[config.mk]
export PLATFORM = sky130hd
export DESIGN_NAME = abdf_arith
export DESIGN_NICKNAME = d
export VERILOG_FILES = /design/src/rtl/abdf_pkg.sv /design/src/rtl/abdf_arith.sv
export SDC_FILE = /design/constraint.sdc
export NUM_CORES = 2
export LEC_CHECK = 0
export BUFFER_PORTS_ARGS = -buffer_cell sky130_fd_sc_hd__buf_2
export CELL_PAD_IN_SITES_DETAIL_PLACEMENT = 0
export CELL_PAD_IN_SITES_GLOBAL_PLACEMENT = 2
export CORE_MARGIN = 4
export CORE_UTILIZATION = 30
export DETAILED_ROUTE_END_ITERATION = 6
export PLACE_DENSITY_LB_ADDON = 0.1
export SLEW_MARGIN = 20
export SYNTH_ARGS = -nofsm -noshare
export SYNTH_HDL_FRONTEND = slang
export SYNTH_SLANG_ARGS = --single-unit
[constraint.sdc]
create_clock -name clock -period 11.4 [get_ports clock]
set_clock_uncertainty 0.05 [all_clocks]
set_input_delay 1.71 -clock clock [delete_from_list [all_inputs] [get_ports clock]]
set_output_delay 1.71 -clock clock [all_outputs]
set_load 0.01 [all_outputs]
[src/rtl/abdf_pkg.sv]
package abdf_pkg;

   localparam int unsigned HistoryBits = 8;
   localparam logic [7:0] HistMask = 8'((1 << HistoryBits) - 1);

   localparam logic [63:0] AllOnes = 64'hFFFF_FFFF_FFFF_FFFF;
   localparam logic [63:0] OneQ32 = 64'h0000_0001_0000_0000;
   localparam logic [63:0] TolK = 64'd4611686018;
   localparam logic [63:0] HalfQ32 = 64'h0000_0000_8000_0000;
   localparam logic [63:0] TwoQ32 = 64'h0000_0002_0000_0000;
   localparam logic [63:0] TrialScale = 64'd10000;
   localparam logic [63:0] MinScale = 64'd10001;
   localparam logic [63:0] SqrtTopBit = 64'h4000_0000_0000_0000;

   localparam logic [1:0] CmdSelect = 2'd0;
   localparam logic [1:0] CmdElement = 2'd1;
   localparam logic [1:0] CmdBoundary = 2'd2;

   localparam logic [1:0] KindChoice = 2'd0;
   localparam logic [1:0] KindVerdict = 2'd1;
   localparam logic [1:0] KindBoundary = 2'd2;

   localparam logic [2:0] RegInitialStep = 3'd0;
   localparam logic [2:0] RegMinStep = 3'd1;
   localparam logic [2:0] RegMaxStep = 3'd2;
   localparam logic [2:0] RegOutputInterval = 3'd3;
   localparam logic [2:0] RegSafetyFactor = 3'd4;
   localparam logic [2:0] RegErrorTolerance = 3'd5;
   localparam logic [2:0] RegHighestOrder = 3'd6;

   localparam logic [1:0] OpMul = 2'd0;
   localparam logic [1:0] OpDiv = 2'd1;
   localparam logic [1:0] OpSqrt = 2'd2;

   typedef struct packed {
      logic        start;
      logic [1:0]  op;
      logic [63:0] a;
      logic [63:0] b;
      logic [63:0] c;
   } arith_req_type;

   typedef struct packed {
      logic         done;
      logic [127:0] result;
   } arith_rsp_type;

endpackage

[src/rtl/abdf_arith.sv]
module abdf_arith import abdf_pkg::*; (
   input  logic          clock,
   input  logic          reset,
   input  arith_req_type arith_req,
   output arith_rsp_type arith_rsp
);

   logic         busy_ff, busy_in;
   logic         done_ff, done_in;
   logic [1:0]   op_ff, op_in;
   logic [6:0]   cnt_ff, cnt_in;
   logic [127:0] w_ff, w_in;
   logic [63:0]  m_ff, m_in;

   logic [64:0]  sum65;
   logic [64:0]  rem65;
   logic         ge;
   logic [63:0]  rb;

   always_comb begin
      busy_in = busy_ff;
      done_in = 1'b0;
      op_in = op_ff;
      cnt_in = cnt_ff;
      w_in = w_ff;
      m_in = m_ff;
      sum65 = {1'b0, w_ff[127:64]} + (w_ff[0] ? {1'b0, m_ff} : 65'd0);
      rem65 = {w_ff[127:64], w_ff[63]};
      ge = rem65 >= {1'b0, m_ff};
      rb = w_ff[63:0] + m_ff;
      if (arith_req.start) begin
         op_in = arith_req.op;
         unique case (arith_req.op)
            OpMul: begin
               w_in = {64'd0, arith_req.b};
               m_in = arith_req.a;
               cnt_in = 7'd64;
               busy_in = 1'b1;
            end
            OpDiv: begin
               if (arith_req.a >= arith_req.c) begin
                  w_in = {64'd0, AllOnes};
                  done_in = 1'b1;
               end else begin
                  w_in = {arith_req.a, arith_req.b};
                  m_in = arith_req.c;
                  cnt_in = 7'd64;
                  busy_in = 1'b1;
               end
            end
            OpSqrt: begin
               w_in = {arith_req.a, 64'd0};
               m_in = SqrtTopBit;
               cnt_in = 7'd32;
               busy_in = 1'b1;
            end
            default: done_in = 1'b1;
         endcase
      end else if (busy_ff) begin
         unique case (op_ff)
            OpMul: w_in = {sum65, w_ff[63:1]};
            OpDiv: begin
               if (ge) rem65 = rem65 - {1'b0, m_ff};
               w_in = {rem65[63:0], w_ff[62:0], ge};
            end
            OpSqrt: begin
               if (w_ff[127:64] >= rb) begin
                  w_in = {w_ff[127:64] - rb, (w_ff[63:0] >> 1) + m_ff};
               end else begin
                  w_in = {w_ff[127:64], w_ff[63:0] >> 1};
               end
               m_in = m_ff >> 2;
            end
            default: w_in = w_ff;
         endcase
         cnt_in = cnt_ff - 7'd1;
         if (cnt_ff == 7'd1) begin
            busy_in = 1'b0;
            done_in = 1'b1;
         end
      end
   end

   always_ff @(posedge clock) begin
      if (reset) begin
         busy_ff <= 1'b0;
         done_ff <= 1'b0;
         cnt_ff <= 7'd0;
         op_ff <= OpMul;
      end else begin
         busy_ff <= busy_in;
         done_ff <= done_in;
         cnt_ff <= cnt_in;
         op_ff <= op_in;
      end
      w_ff <= w_in;
      m_ff <= m_in;
   end

   assign arith_rsp.done = done_ff;
   assign arith_rsp.result = w_ff;

endmodule

# [Yosys cells after proc, flatten, opt, wreduce, memory -nomap -nowiden]
# Index checks and enable logic that the tools add are counted.
[classes] n_mul=0 shifts=0 n_eq_ne=9 bitwise=0 n_reduce_logical=11 muxes=27 div=0 magnitude_cmp=3 add_sub_neg=6
[ops] cell="128-bit one-hot mux with 3 select lines" count=2
[ops] cell="128-bit 2-to-1 mux" count=4
[ops] cell="64-bit 2-to-1 mux" count=6
[ops] cell="64-bit one-hot mux with 3 select lines" count=1
[ops] cell="64-bit >= comparator" count=2
[ops] cell="64-bit subtractor" count=2
[ops] cell="64-bit by 64-bit adder with 65-bit output" count=1
[ops] cell="65-bit by 64-bit >= comparator with 1-bit output" count=1
[ops] cell="63-bit by 64-bit adder with 64-bit output" count=1
[ops] cell="64-bit adder" count=1
[ops] cell="7-bit 2-to-1 mux" count=3
[ops] cell="7-bit one-hot mux with 3 select lines" count=1
[ops] cell="1-bit 2-to-1 mux" count=8
[ops] cell="4-bit AND reduction" count=2
[ops] cell="7-bit by 1-bit equality test with 1-bit output (second input constant)" count=1
[ops] cell="7-bit by 1-bit subtractor with 7-bit output (second input constant)" count=1
[ops] cell="3-bit != test (second input constant)" count=2
[ops] cell="3-bit AND reduction" count=2
[ops] cell="2-bit by 1-bit equality test with 1-bit output (second input constant)" count=2
[ops] cell="2-bit equality test (second input constant)" count=2
[ops] cell="2-bit logical NOT" count=2
[ops] cell="4-bit by 1-bit != test with 1-bit output (second input constant)" count=1
[ops] cell="1-bit one-hot mux with 2 select lines" count=2
[ops] cell="2-bit nonzero test" count=2
[ops] cell="other kinds (4)" count=4
[word_totals] register_bits=203 latch_bits=0 in_bits=197 mem_count=0 word_cells=63 mem_bits_rw=0 romBits=0

# [Depth between registers and ports, before layout]
[logic_depth] ltp_word=6 depth_mapped=28 ltp_nobuf=25

# [Worst setup path before layout]
# OpenSTA, ideal clock, no wires.
[synth_path] kind="input to register" start="in arith_req[194] (netlist bit)" end="reg w_ff[100] (enable)" setup_slack_ns=0.995 cell_stages=5 t_arrival_ns=9.861 path_cell_list="clkbuf_1 > nand2b_1 > clkbuf_1 > o21ai_0 > nor2b_1"
[synth_between] elab_chain_cells=2 word_cells_on_any_way=5 classes_between="2 x eq/ne; 3 x reduce/logical"
[synth_lines] item="from (decl)" line_no="abdf_arith.sv:4" source="input arith_req_type arith_req,"
[synth_lines] item="4-bit by 1-bit != test with 1-bit output (no source line) (tied with other cells)"
[synth_lines] item="4-bit AND reduction (no source line) *"
[synth_lines] item="to (signal assigned)" line_no="abdf_arith.sv:96" source="w_ff <= w_in;"
[synth_lines] item="to (decl)" line_no="abdf_arith.sv:12" source="logic [127:0] w_ff, w_in;"
# Mark *: on every way between the ends. The rest lies on a longest branch, timed or not.
# A chain may end at the register's enable or synchronous reset.

# [Worst setup path in the final report]
[layout_path] start="reg w_ff[0]" end="reg w_ff[15] (data pin)"
[layout_between] elab_chain_cells=6
[layout_lines] item="64-bit adder" line_no="abdf_arith.sv:30" source="rb = w_ff[63:0] + m_ff;"
[layout_lines] item="64-bit >= comparator" line_no="abdf_arith.sv:67" source="if (w_ff[127:64] >= rb) begin"
[layout_lines] item="128-bit 2-to-1 mux" line_no="abdf_arith.sv:67"
[layout_lines] item="128-bit one-hot mux with 3 select lines" line_no="abdf_arith.sv:60" source="unique case (op_ff)"
[layout_lines] item="128-bit 2-to-1 mux" line_no="abdf_arith.sv:59" source="end else if (busy_ff) begin"
[layout_lines] item="128-bit 2-to-1 mux" line_no="abdf_arith.sv:31" source="if (arith_req.start) begin"
[layout_lines] item="net w_in[15]" line_no="abdf_arith.sv:12"
# The timed path passes the listed nets, and every way through them passes these cells. The select of a mux whose other input is x is not followed.

==> summary.txt <==
RUN STATUS
------------------------------------------------------------------------------
Run status                                                        finished clean

CLOCKING
------------------------------------------------------------------------------
Number of buffers created by CTS                                            31
Post-CTS setup-driven buffer insertion count                                 0
Count of hold buffers inserted by post-cts repair                            0
Insertion delay of the later-clocked pin in the worst-skew pair        0.65 ns
Clk root buf                                                      sky130_fd_sc_hd__clkbuf_16
Max Buffers Root-to-Sink                                                     3
Number of cells upsized or downsized after cts                               0
Clk sinks                                                                  203
TritonCTS clock tree                                                     built
Maximum level of the CTS H-tree                                              1
Clock transition at the registers of the reported paths                0.06 ns

SYNTHESIS
------------------------------------------------------------------------------
Post-synth top area cell                                          sky130_fd_sc_hd__edfxtp_1
Post-Synthesis Mean Instance Area                                    7.524 um2
Count of cell types in the netlist                                         109
Most frequently used flop master after synthesis                  sky130_fd_sc_hd__edfxtp_1
Flip-flop and latch count after synthesis                                  203
Total of warnings raised by yosys                                            0
Post-synthesis net count                                                  5005
Area of the mapped netlist                                           33200 um2
Asr flop ratio synth                                                        0%
Most frequent cell after synthesis                                sky130_fd_sc_hd__a21oi_1
Number of synthesized flops with an enable pin                             192
Synthesized instance count                                                4413
Synth top cells by count                                          430 x sky130_fd_sc_hd__a21oi_1, 428 x sky130_fd_sc_hd__nand2_1, 390 x sky130_fd_sc_hd__ha_1, 337 x sky130_fd_sc_hd__o21ai_0, 321 x sky130_fd_sc_hd__nor2_1
Fraction of the yosys area taken by sequential cells                    18.03%
Post-synth top area share                                               17.36%
Top post-synthesis cells by area                                  sky130_fd_sc_hd__edfxtp_1 17%, sky130_fd_sc_hd__ha_1 15%, sky130_fd_sc_hd__a21oi_1 6.5%, sky130_fd_sc_hd__o21ai_0 5.1%, sky130_fd_sc_hd__nand2_1 4.8%

DETAILED ROUTING
------------------------------------------------------------------------------
Met3 routed wirelength                                                12710 um
Routed Wire Length                                                   171300 um
Met2 WL post-DR                                                       69920 um
Via-to-Cell Ratio                                                        5.957
Final ANT Viol Nets                                                          0
Wire length on met1                                                   85820 um
Max layer used                                                            met5
Iteration-0 DRC Markers                                                   4026
Via count                                                                36340
1st-pass router iterations                                                   6
Post-detailed-route DRC marker count                                         0
Wire per inst                                                         28.08 um

PLACED DESIGN
------------------------------------------------------------------------------
Gpl congestion                                                          0.9267
Instance area at placement                                           36260 um2
Estimated wirelength of the detail-placed design                     138600 um
Number of I/O port buffers                                                 325

TIMING
------------------------------------------------------------------------------
Transition at the pin with the smallest max-transition slack          1.118 ns
Highest attainable clock frequency                                   113.3 MHz
Aggregate negative setup slack                                            0 ns
Final setup viols                                                            0
Relative slew slack                                                     24.69%
Unrepaired setup endpoints after global routing                             no
Max-slew violation total from the final report                               0
Share of the clock period used by the worst path                        77.41%
Final hold violations                                                        0
Time the worst path needs with I/O delays and setup                   8.825 ns

CRITICAL PATH
------------------------------------------------------------------------------
Critical Path Slowest Stage Cell                                  sky130_fd_sc_hd__nand2b_2
Family with the most delay on the worst path                      compound AO/OA/AOI/OAI gates
Crit path capture type                                               flip-flop
Worst Path Class, Setup                                           flip-flop to flip-flop
Arr. time, crit path                                                   9.11 ns
Worst path required time                                              11.69 ns
Nature of the critical path startpoint                               flip-flop
Setup slack of the most critical reg-to-reg path                       2.58 ns
Combined buffer and inverter count along the critical path                   3
Largest fanout on the critical path                                         66
Delay contributed by the slowest stage of the critical path            0.75 ns

MIN PATH
------------------------------------------------------------------------------
Kind of path behind the tightest hold check                       flip-flop to flip-flop

FLOORPLAN
------------------------------------------------------------------------------
Die Footprint                                                       116100 um2
Standard cell core area                                             109300 um2
Die span in x                                                         340.7 um
Number of placement rows                                                   121
Die span in y                                                         340.7 um
IO Count                                                                   326
Effective utilization at floorplan                                      30.38%

GRT
------------------------------------------------------------------------------
Global-route wire length before repair                               244600 um
Maximum number of pins on one net before global-route repair                76
Gr ovfl total                                                                0
Number of global-route vias before repair                                34360
Overall track demand over capacity in global routing                    28.08%
Initial antenna violation count                                             18

POWER
------------------------------------------------------------------------------
Logic gate share of total power                                          65.4%
Fraction of power consumed by the clock network                          16.0%
Power per standard cell area                                      168.8 nW/um2
Maximum vdd drop                                                     0.1321 mV
Leakage power of the design                                           15.95 nW
Int Pwr                                                             0.003011 W
Sw Pwr                                                              0.003278 W
Reg power frac                                                           18.6%
Switching part of the total                                             52.13%

FINAL LAYOUT
------------------------------------------------------------------------------
Summed area of non-filler cells in the final layout                  37260 um2
Layout overhead on the synthesized area                                 12.21%
Fraction of layout cells with a size suffix above 1                     11.77%
Layout Nets                                                               5190

FLOW RUN
------------------------------------------------------------------------------
Max cap viols                                                                0

[metal layers]
metal  vias up  GRT usage, %
met3       123         3.017
met1     17790         44.40
met2      1453         40.86
li1      16970             -
met4         2         4.788
met5         -             0
[cell usage in the layout, fill, tap and decap left out, drive strengths merged, types with 17 or more instances in the layout]
cell,instances
a21oi,436
nand2,428
buf,394
ha,390
o21ai,375
nor2,324
inv,234
edfxtp,192
a21o,182
xnor2,171
nand3,136
xor2,117
a31oi,103
nand4,94
and2,92
o21bai,66
a22oi,55
a221oi,54
o211ai,51
nor3,48
a211oi,43
o31ai,39
o21a,38
and3,37
clkbuf,37
nor2b,36
a22o,31
nand2b,31
mux2,28
o221ai,23
mux2i,23
nor4,23
a222oi,19
or3,17
[power groups by stage]
| stage | logic, W | clock network [W] | registers, W |
|---|---|---|---|
| after global placement | 0.00406 | 0 | 0.00118 |
| after floorplan | 0.00278 | 0 | 0.00109 |
| after CTS | 0.00403 | 0.00103 | 0.00116 |
| after global routing | 0.00445 | 0.00105 | 0.00117 |
| final | 0.00411 | 0.00101 | 0.00117 |
| after detailed placement | 0.00401 | 0 | 0.00118 |
[kinds of logic after synthesis]
| family | share of synthesized area (%) |
|---|---|
| flip-flops | 18.03 |
| multiplexers | 1.643 |
| AND/OR/NAND/NOR | 19.18 |
| adder cells (fa/ha/maj) | 15.00 |
| XOR/XNOR | 7.597 |
| buffers and inverters | 5.890 |
| AO/OA/AOI/OAI | 32.67 |
[final timing paths]
| path | depth (start not counted) | startpoint | to |
|---|---|---|---|
| worst max register to register | 26 | w_ff[0]$_DFFE_PP_ | w_ff[15]$_DFFE_PP_ |
| worst max-delay path | 26 | w_ff[0]$_DFFE_PP_ | w_ff[15]$_DFFE_PP_ |
| worst min register to register | 2 | busy_ff$_SDFFE_PP0P_ | busy_ff$_SDFFE_PP0P_ |
| worst min-delay path | 2 | busy_ff$_SDFFE_PP0P_ | busy_ff$_SDFFE_PP0P_ |
[registers in the layout (all words and copies together), names as in the netlist]
signal   count
w_ff       128
m_ff        64
cnt_ff       7
op_ff        2
busy_ff      1
done_ff      1
[metrics by stage]
| step | power, W | setup slack, ns | std cells | util [%] | hold WS, ns |
|---|---|---|---|---|---|
| global route | 0.006680 | 2.020 | 6098 | 34.08 | 0.5089 |
| detailed placement | 0.005189 | 2.633 | 6041 | 33.17 | 0.4669 |
| floorplan | 0.003862 | 0.9946 | 4413 | - | 0.4188 |
| finish | 0.006290 | 2.575 | 6100 | 34.09 | 0.4714 |
| CTS | 0.006225 | 2.598 | 6098 | 34.08 | 0.4767 |
| global placement | 0.005241 | 2.780 | 6041 | 33.17 | 0.4567 |
[cell type report]
cell class,instances,area (um2)
fillers,11970,72050
multi-input cells,3733,25380
clock inverters,21,202.7
repair buffers,395,2161
inverters,234,878.3
diodes,2,5.005
well taps,1476,1847
flip-flops and latches,203,5986
clock buffers,36,794.5
[worst min-delay path, delay by kind of cell, from the launching register on]
kind	cells	cell delay (ns)
flops	1	0.32
buf+inv	1	0.08
compound gates	1	0.07
Note: power is estimated with default switching activity, not from simulation.
